`src/rtl/btpc_pkg.sv`:
```
// shared types and constants for the barometric compensation pipeline
`default_nettype none
package btpc_pkg;
  localparam int DivBits = 64;
  localparam logic [1:0] CFG_TEMP = 2'd0;
  localparam logic [1:0] CFG_PLOW = 2'd1;
  localparam logic [1:0] CFG_PHIGH = 2'd2;
  localparam logic [1:0] CFG_P9 = 2'd3;

  // one division step carried down the cell chain
  typedef struct packed {
    logic        vld;
    logic [63:0] rem;
    logic [63:0] quo;
    logic [63:0] den;
    logic        neg;
    logic        inv;
    logic [31:0] tc;
    logic [31:0] tf;
  } div_cell_t;

  // restoring division step on magnitudes, one quotient bit per cell
  function automatic div_cell_t div_step(input div_cell_t c);
    div_cell_t    o;
    logic [64:0]  trial;
    o = c;
    trial = {c.rem, c.quo[63]} - {1'b0, c.den};
    if (!trial[64]) begin
      o.rem = trial[63:0];
      o.quo = {c.quo[62:0], 1'b1};
    end else begin
      o.rem = {c.rem[62:0], c.quo[63]};
      o.quo = {c.quo[62:0], 1'b0};
    end
    return o;
  endfunction
endpackage
`default_nettype wire

```
`src/rtl/btpc_div_cell.sv`:
```
// one cell of the divider chain: a registered division step
`default_nettype none
module btpc_div_cell
  import btpc_pkg::*;
(
  input  wire logic      clk,
  input  wire logic      rst_n,
  input  wire logic      en,
  input  wire div_cell_t d_in,
  output div_cell_t      d_out
);
  div_cell_t cell_r, cell_nxt;
  always_comb begin
    cell_nxt = div_step(d_in);
  end
  always_ff @(posedge clk) begin
    if (!rst_n) begin
      cell_r.vld <= 1'b0;
    end else if (en) begin
      cell_r <= cell_nxt;
    end
  end
  assign d_out = cell_r;
endmodule
`default_nettype wire

```
`config.mk`:
```
export PLATFORM = sky130hd
export DESIGN_NAME = btpc_div_cell
export DESIGN_NICKNAME = d
export VERILOG_FILES = /design/src/rtl/btpc_pkg.sv /design/src/rtl/btpc_div_cell.sv
export SDC_FILE = /design/constraint.sdc
export NUM_CORES = 1
export LEC_CHECK = 0
export BUFFER_PORTS_ARGS = -buffer_cell sky130_fd_sc_hd__buf_2
export CORE_AREA = 2 2 201 203
export DETAILED_ROUTE_END_ITERATION = 7
export DIE_AREA = 0 0 203 205
export RECOVER_POWER = 100
export SETUP_SLACK_MARGIN = 0.1
export SLEW_MARGIN = 20
export SYNTH_ARGS = -nofsm -noshare
export SYNTH_HDL_FRONTEND = slang
export SYNTH_SLANG_ARGS = --single-unit
```
`constraint.sdc`:
```
create_clock -name clk -period 19.1 [get_ports clk]
set_input_delay 3.82 -clock clk [delete_from_list [all_inputs] [get_ports clk]]
set_output_delay 3.82 -clock clk [all_outputs]
set_load 0.02 [all_outputs]
```
* After elaboration in Yosys (flattened, before gate mapping)
Index checks and enable logic that the tools add are counted.
** Cells by class
- Add/sub/neg operators :: 1
- Mux-type cells :: 1
- Reduce and logical (&&, ||, !) cells :: 1
** Operator list (number)
- 2-to-1 mux 128 bit :: 1
- subtractor 65 x 64 -> 65 bit :: 1
- AND reduction 2 bit :: 1
** Word-level totals
- Register bits after elaboration :: 259

* Logic depth before layout (Yosys ltp)
Gate-level depths: netlist of the first run.
- Depth in word-level cells :: 2
- Mapped depth :: 14
- Depth with buffers taken out :: 13

* Least setup slack after synthesis of the first run
No wires, ideal clock.
- Kind :: input -> register
- From :: input en
- To :: register cell_r (netlist bit d_out[0]), enable pin
- Data arrival time :: 9.650 ns
- Setup slack :: 8.799 ns
- Cell stages on the path :: 1
- Path through :: and2_1
** On the way
- Cells in the longest elaborated chain, start to end :: 1
** Ends and longest elaborated chain
- start: declaration :: line btpc_div_cell.sv:8 : input wire logic en,
- AND reduction 2 bit (no line)
- end signal: assignment :: line btpc_div_cell.sv:20 : cell_r <= cell_nxt;
- end: declaration :: line btpc_div_cell.sv:12 : div_cell_t cell_r, cell_nxt;
No other way between the ends.
A chain may end at the register's enable or synchronous reset.

* Worst setup path in the final report of the first run
- From :: input en
- To :: register cell_r (netlist bit d_out[109]), enable pin
Same word-level chain as after synthesis.

==> results of run 1 <==
==> logic make-up after synthesis <==
logic type      after synthesis  share of synthesized area
fa+ha+maj                    65                     0.0638
xor+xnor                     57                     0.0388
buf+inv                     119                     0.0388
flops                       259                      0.603
simple gates                197                     0.0765
mux                          64                     0.0559
compound gates              240                      0.123
==> cell usage after synthesis, drive strengths merged (4+ instances only) <==
cell      n  area [sq um]
edfxtp  258          7750
o21ai    38           190
o21bai   15           113
nand2    62           233
a211o     5          43.8
a21oi    78           398
a31oi     7          43.8
and2      4          27.5
xnor2    34           298
nand4    21           138
o31ai     5          37.5
and3      7          43.8
or3       5          31.3
or2       7          43.8
o21a      8          60.1
xor2     23           201
nand2b    9          56.3
a211oi    7          57.6
ha       64           801
nor2b    11          68.8
nand3    10          50.1
buf       9          81.3
a21boi    6          45.1
mux2i     7          70.1
nor2     40           150
o211ai    4          30.0
nor3      9          45.0
inv      86           328
clkbuf   24          90.1
mux2     57           649
a21o     32           240
==> worst register-to-register path, cell delays in order (launching register included) <==
cell and delay, ns:
dfxtp_1 0.31, mux2i_1 0.13, nor2b_1 0.06
==> power groups by stage <==
stage               Clock, W  Sequential, W  Combinational (W)
floorplan                  0       0.000771           0.000165
global route        0.000635       0.000702           0.000362
finish              0.000598       0.000698           0.000332
detailed placement         0       0.000706           0.000346
global placement           0       0.000705           0.000343
CTS                 0.000612       0.000695           0.000348
==> placed cells by master, fill, tap and decap left out, drive strengths merged, types with 4 or more instances in the layout <==
master  Yosys  layout
a31oi       7       7
o21bai     15      15
o21ai      38      38
or2         7       7
o21a        8       8
a21boi      6       6
bufinv      0       5
clkinv      0      10
nand2b      9       9
nand3      10      10
edfxtp    258     258
o211ai      4       4
xor2       23      23
nor3        9       9
and2        4       4
ha         64      64
a21o       32      32
xnor2      34      34
inv        86      85
mux2       57      57
nand2      62      62
a211oi      7       7
nand4      21      21
nor2b      11      11
o31ai       5       5
a21oi      78      78
mux2i       7       7
buf         9     212
nor2       40      40
and3        7       7
diode       0       7
or3         5       5
clkbuf     24     348
a211o       5       5
==> routing by layer <==
metal / global-route usage / wire, microns / vias to the layer above
met2: 0.339 / 21200 / 344
met3: 0.0445 / 2910 / 47
li1: - / - / 4808
met4: 0.0428 / 588 / 8
met1: 0.225 / 17000 / 4858
met5: 0 / 60 / -
==> path summary, 6_finish.rpt <==
kind	startpoint	to	slack [ns]	cells after the start
setup / recovery	en	d_out[109]	7.19	4
hold / removal	d_out[258]	d_out[258]	0.53	2
setup reg to reg	d_out[258]	d_out[258]	18.50	2
hold reg to reg	d_out[258]	d_out[258]	0.53	2
==> metrics by stage <==
stage               hold slack, ns  std cells  worst slack (ns)  utilization  instance area (sq um)
floorplan                    0.589       1001              8.80            -                  12900
global placement             0.494       2017             11.29        0.406                  16000
detailed placement           0.516       2017             11.22        0.406                  16000
CTS                          0.532       2070             11.79        0.432                  17000
global route                 0.579       2072              6.29        0.421                  16600
finish                       0.530       2077              7.19        0.422                  16600
==> final cells by class <==
type	count	area, sq um
flip-flops and latches	259	7770
fillers	3941	22800
clock inverters	17	215
well taps	525	657
inverters	86	324
clock buffers	36	795
multi-input cells	623	4590
diodes	7	17.5
repair buffers	524	2230
==> flow_summary_export.csv, run 1 <==
group,metric,value,unit
worst_setup_path,cp_common_cell,"clkbuf_1",
global_route,grt_first_pass_wirelength,59700,microns
power,clockPowerShare,0.367,
timing,fin_crit_sh,0.624,
drt,avgRoutedWirePerCell,20.1,microns
power,p_leak,6.52,nW
synthesis,ys_seq_area_frac,0.603,
finish,areaGrowthSynthToFinish,29.0,%
cts,cts_sinks,259,
finish,largest_register_ffs,259,
timing,hold_viol,0,
power,power.density,98.1,mW/mm^2
job,maxCapViolCount,5,
timing,slew-limit-headroom,-1.82,
run_status,status,"complete, but fails checks",
cts,cts-buffers-inserted,30,
floorplanning,die_area,0.0416,sq mm
worst_setup_path,cp-end-kind,"register",
floorplanning,core,0.0394,sq mm
power,swShare,0.284,
worst_setup_path,path_buf_inv,3,
synthesis,synthFlopType,"edfxtp_1",
finish,fin_nets,1851,
timing,skew,0,ns
drt,dr.pass1.iters,6,
floorplanning,io_pins,521,
drt,postRouteAntennaNets,0,
synthesis,syn_inst,1001,
placed_design,gp_congestion,0.835,
worst_setup_path,cp.arrival,11.98,ns
synthesis,avgSynthCellArea,12.9,sq um
drt,route.detailed.drc,0,
floorplanning,fp.dieH,205,microns
timing,setup_viol,0,
worst_setup_path,cp_max_fo,77,
worst_setup_path,crit_chain,"clkbuf_1 > and2_0 > clkbuf_1 > clkbuf_1",
power,seqPwrFrac,0.429,
cts,clock_latency,0.56,ns
synthesis,yosysWarnings,0,
timing,maxClockFrequency,84.0,MHz
global_route,grt_usage,0.187,
synthesis,synth_edf_count,258,
timing,rsz0062_at_grt,"no",
synthesis,async_reset_ff_frac,0,
drt,drt_wl_total,41800,microns
floorplanning,fp-row-count,73,
cts,path_clk_slew,0.06,ns
worst_setup_path,slowest_delay,3.06,ns
placed_design,io_buffers,520,
power,p_int,0.00117,W
cts,tritoncts,"yes",
cts,htree_num_levels,1,
cts,post_cts_buffers,0,
timing,worstMarginPinSlew,4.23,ns
timing,min_period,11.91,ns
timing,finalSetupTns,0,ns
power,ir_drop,0.0000672,V
power,power,0.00163,W
worst_setup_path,crit_type,"input pin to register",
cts,hold_buffers,0,
drt,via_count,10100,
power,p_sw,0.000462,W
worst_setup_path,crit_required,19.17,ns
cts,cts_root_buffer,"clkbuf_16",
timing,finalMaxSlewViolations,326,
worst_setup_path,worstSetupStartpointType,"input pin",
floorplanning,die_w,203,microns
cts,cts_resized,0,
synthesis,syn-num-nets,1328,
worst_setup_path,critPathSlowestCell,"clkbuf_1",
global_route,grt_overflow,0,
power,combPwrFrac,0.204,
placed_design,place.detailed.hpwl,32800,microns
drt,drt_iter0_drc,522,
global_route,grt_pass1_vias,9785,
global_route,grt_antenna_before_repair,10,
worst_setup_path,crit_family,"buffers and inverters",
synthesis,synth_seq_cells,259,
global_route,grt_max_degree,78,
finish,layout-drive-gt1-share,0.172,
synthesis,netlist_area,0.0129,sq mm
min_path,min_path_type,"register to register",
run_status,violations,"max-capacitance violations, max-slew violations",
cts,cts_buffer_depth,3,
floorplanning,start_util,0.327,
synthesis,ys_types,75,
drt,viasPerCell,4.85,
No activity file was read; power rests on OpenSTA's default activity.
==> inputs of run 2 (changes only) <==
- ABC_AREA: unset -> 1
- PLACE_DENSITY: unset -> 0.66
- clock period: 19.1 -> 10 ns (I/O delays scaled with it)
==> run 2 against run 1 <==
  * The flow still finishes with violations (max-capacitance violations, max-slew violations)
  * Flip-flop and latch count unchanged
  * Cell area up 12%
  * Clock-buffer cell count down 5
  * Cell count up 42%
  * Critical path depth up 14
  * Utilization up 5.1 points
  * Wire length up 38%
  * Via count up 38%
  * Setup slack worse by 3.9 ns
  * Largest cell class unchanged
==> flow_summary_export.csv, run 2 <==
group,metric,value,unit
run_status,status,"complete, but fails checks",
run_status,violations,"max-capacitance violations, max-slew violations",
drt,dr_wl_met3,3520,microns
worst_setup_path,worstSetupStartpointType,"input pin",
finish,layout.cells.non_filler,2955,
cts,path_clk_slew,0.06,ns
drt,postRouteAntennaNets,0,
job,maxCapViolCount,3,
timing,finalMaxSlewViolations,213,
synthesis,synth_area_leaders,"edfxtp_1 52%, nand2_1 20%, inv_1 9.8%",
drt,avgRoutedWirePerCell,19.5,microns
power,p_leak,9.34,nW
min_path,hold_depth,2,
worst_setup_path,reg2regPathDepth,2,
floorplanning,start_util,0.381,
min_path,min_path_type,"register to register",
finish,final_common_cell,"nand2_1",
floorplanning,fp-row-count,73,
synthesis,yosysMostFrequentCell,"nand2_1",
cts,htree_num_levels,1,
placed_design,io_buffers,520,
worst_setup_path,crit_chain,"clkbuf_1 > inv_1 > ha_1 > fa_1 > inv_1 > nand2_1 > nand2_1 > nand3_1 > nand2_1 > nand2_1 > nand2_1 > nand2_1 > nand2_1 > nand2_1 > nand2_1 > nand2_2 > nand2_2 > clkbuf_1",
placed_design,placed_cell_area,0.0182,sq mm
cts,cts_sinks,259,
finish,stdcell_area,0.0186,sq mm
worst_setup_path,crit_type,"input pin to register",
synthesis,synth_seq_cells,259,
synthesis,synth_common_cells,"789 x nand2_1, 390 x inv_1, 258 x edfxtp_1, 103 x nor2_1, 70 x nand3_1",
drt,viasPerCell,4.68,
drt,via_count,13800,
timing,hold_viol,0,
cts,hold_buffers,0,
synthesis,yosysWarnings,0,
cts,cts_buffer_depth,3,
global_route,grt_overflow,0,
worst_setup_path,cp_max_fo,65,
cts,tritoncts,"yes",
synthesis,syn-num-nets,2195,
power,ir_drop,0.000129,V
timing,maxClockFrequency,149,MHz
placed_design,post-place-ws,5.03,ns
power,power.density,163,mW/mm^2
synthesis,ys_types,32,
worst_setup_path,crit_family,"buffers and inverters",
worst_setup_path,slowest_delay,2.45,ns
floorplanning,die_w,203,microns
synthesis,async_reset_ff_frac,0,
drt,wl_met1,24000,microns
finish,areaGrowthSynthToFinish,24.1,%
finish,seqCellArea,0.00777,sq mm
worst_setup_path,cp.depth,18,
finish,largest_register_ffs,259,
timing,min_period,6.72,ns
timing,skew,0,ns
drt,top_layer,"met5",
global_route,grt_first_pass_wirelength,83000,microns
worst_setup_path,cp_common_cell,"nand2_1",
timing,fin_crit_sh,0.672,
drt,route.detailed.drc,0,
synthesis,ys_seq_area_frac,0.517,
synthesis,syn_inst,1868,
worst_setup_path,cp-end-kind,"register",
finish,layout-drive-gt1-share,0.122,
cts,clock_latency,0.56,ns
timing,slew-limit-headroom,-1.78,
floorplanning,fp.dieH,205,microns
floorplanning,die_area,0.0416,sq mm
finish,layout.cells.most_common_list,"794 x nand2_1, 389 x inv_1, 307 x clkbuf_1",
floorplanning,io_pins,521,
cts,cts-buffers-inserted,29,
power,power,0.00304,W
synthesis,avgSynthCellArea,8.04,sq um
synthesis,synthFlopType,"edfxtp_1",
global_route,grt_usage,0.268,
worst_setup_path,r2r_slack,9.36,ns
floorplanning,core,0.0394,sq mm
placed_design,dp_cells,2903,
timing,rsz0062_at_grt,"no",
cts,cts_root_buffer,"clkbuf_16",
finish,multiInputGateArea,0.00561,sq mm
global_route,grt_antenna_before_repair,3,
worst_setup_path,cp.arrival,6.56,ns
global_route,grt_max_degree,116,
global_route,grt_pass1_vias,13700,
drt,route.met2.wl,29100,microns
synthesis,netlist_area,0.0150,sq mm
synthesis,synth_edf_count,258,
timing,finalSetupTns,0,ns
timing,setup_ws,3.28,ns
synthesis,yosys.area.top_type,"edfxtp_1",
cts,post_cts_buffers,0,
finish,nFillCells,4079,
placed_design,gp_congestion,0.963,
placed_design,place.detailed.hpwl,48100,microns
timing,setup_viol,0,
finish,fin_nets,2736,
synthesis,synth_top_cell_area_share,0.516,
cts,cts_resized,0,
drt,drt_iter0_drc,830,
worst_setup_path,critPathSlowestCell,"clkbuf_1",
timing,worstMarginPinSlew,4.18,ns
drt,drt_wl_total,57700,microns
worst_setup_path,path_buf_inv,4,
worst_setup_path,crit_required,9.85,ns
drt,dr.pass1.iters,5,
[run 2: cell count changes after synthesis, moves of 11 or more]
cell | before | now
a21o_1 | 32 | 0
a21oi_1 | 76 | 54
clkbuf_1 | 24 | 0
inv_1 | 85 | 390
mux2_1 | 54 | 0
nand2_1 | 62 | 789
nand2_2 | 0 | 29
nand3_1 | 10 | 70
nor2_1 | 40 | 103
nor2b_1 | 11 | 0
o21ai_0 | 23 | 5
o21ai_1 | 15 | 0
xnor2_1 | 34 | 1
[run 2: worst paths after layout]
| kind | startpoint | endpoint |
|---|---|---|
| min reg2reg | d_out[258] | d_out[258] |
| max reg2reg | d_out[258] | d_out[258] |
| min | d_out[258] | d_out[258] |
| max | d_in[193] | d_out[130] |
[run 2: final cells by class]
| cell class | count | share of cell area |
|---|---|---|
| inverter | 395 | 0.0800 |
| antenna | 2 | 0.000269 |
| timing repair buffer | 523 | 0.120 |
| sequential | 259 | 0.417 |
| multi-input combinational | 1201 | 0.301 |
| clock buffer | 31 | 0.0394 |
| clock inverter | 19 | 0.00678 |
| tap | 525 | 0.0353 |
[run 2: logic make-up after synthesis]
group	count (synthesis)	synth area share
AND/OR/NAND/NOR	1038	0.278
flip-flops	259	0.517
AO/OA/AOI/OAI	67	0.0237
XOR/XNOR	31	0.0181
adder cells (fa/ha/maj)	65	0.0547
buffers and inverters	408	0.108
[run 2: power by group]
part	switching, W	internal [W]
clock network	0.000440	0.000551
registers	0.0000277	0.00130
logic	0.000508	0.000207
total	0.000976	0.00206
[run 2: per-stage QoR]
step	hold WS [ns]	util
final	0.554	0.473
after global placement	0.521	0.461
after detailed placement	0.541	0.461
after global routing	0.622	0.473
after CTS	0.549	0.483
after floorplan	0.606	-
[run 2: routing by layer]
layer | up-vias | GRT usage
met5 | - | 0
met4 | 4 | 0.0587
met3 | 55 | 0.0423
met2 | 438 | 0.485
met1 | 6489 | 0.336
li1 | 6854 | -
[run 2: tightest hold or removal path, cell delays in order (launching register included)]
cell	delay, ns
dfxtp_1	0.31
o21ai_0	0.15
a21oi_1	0.05
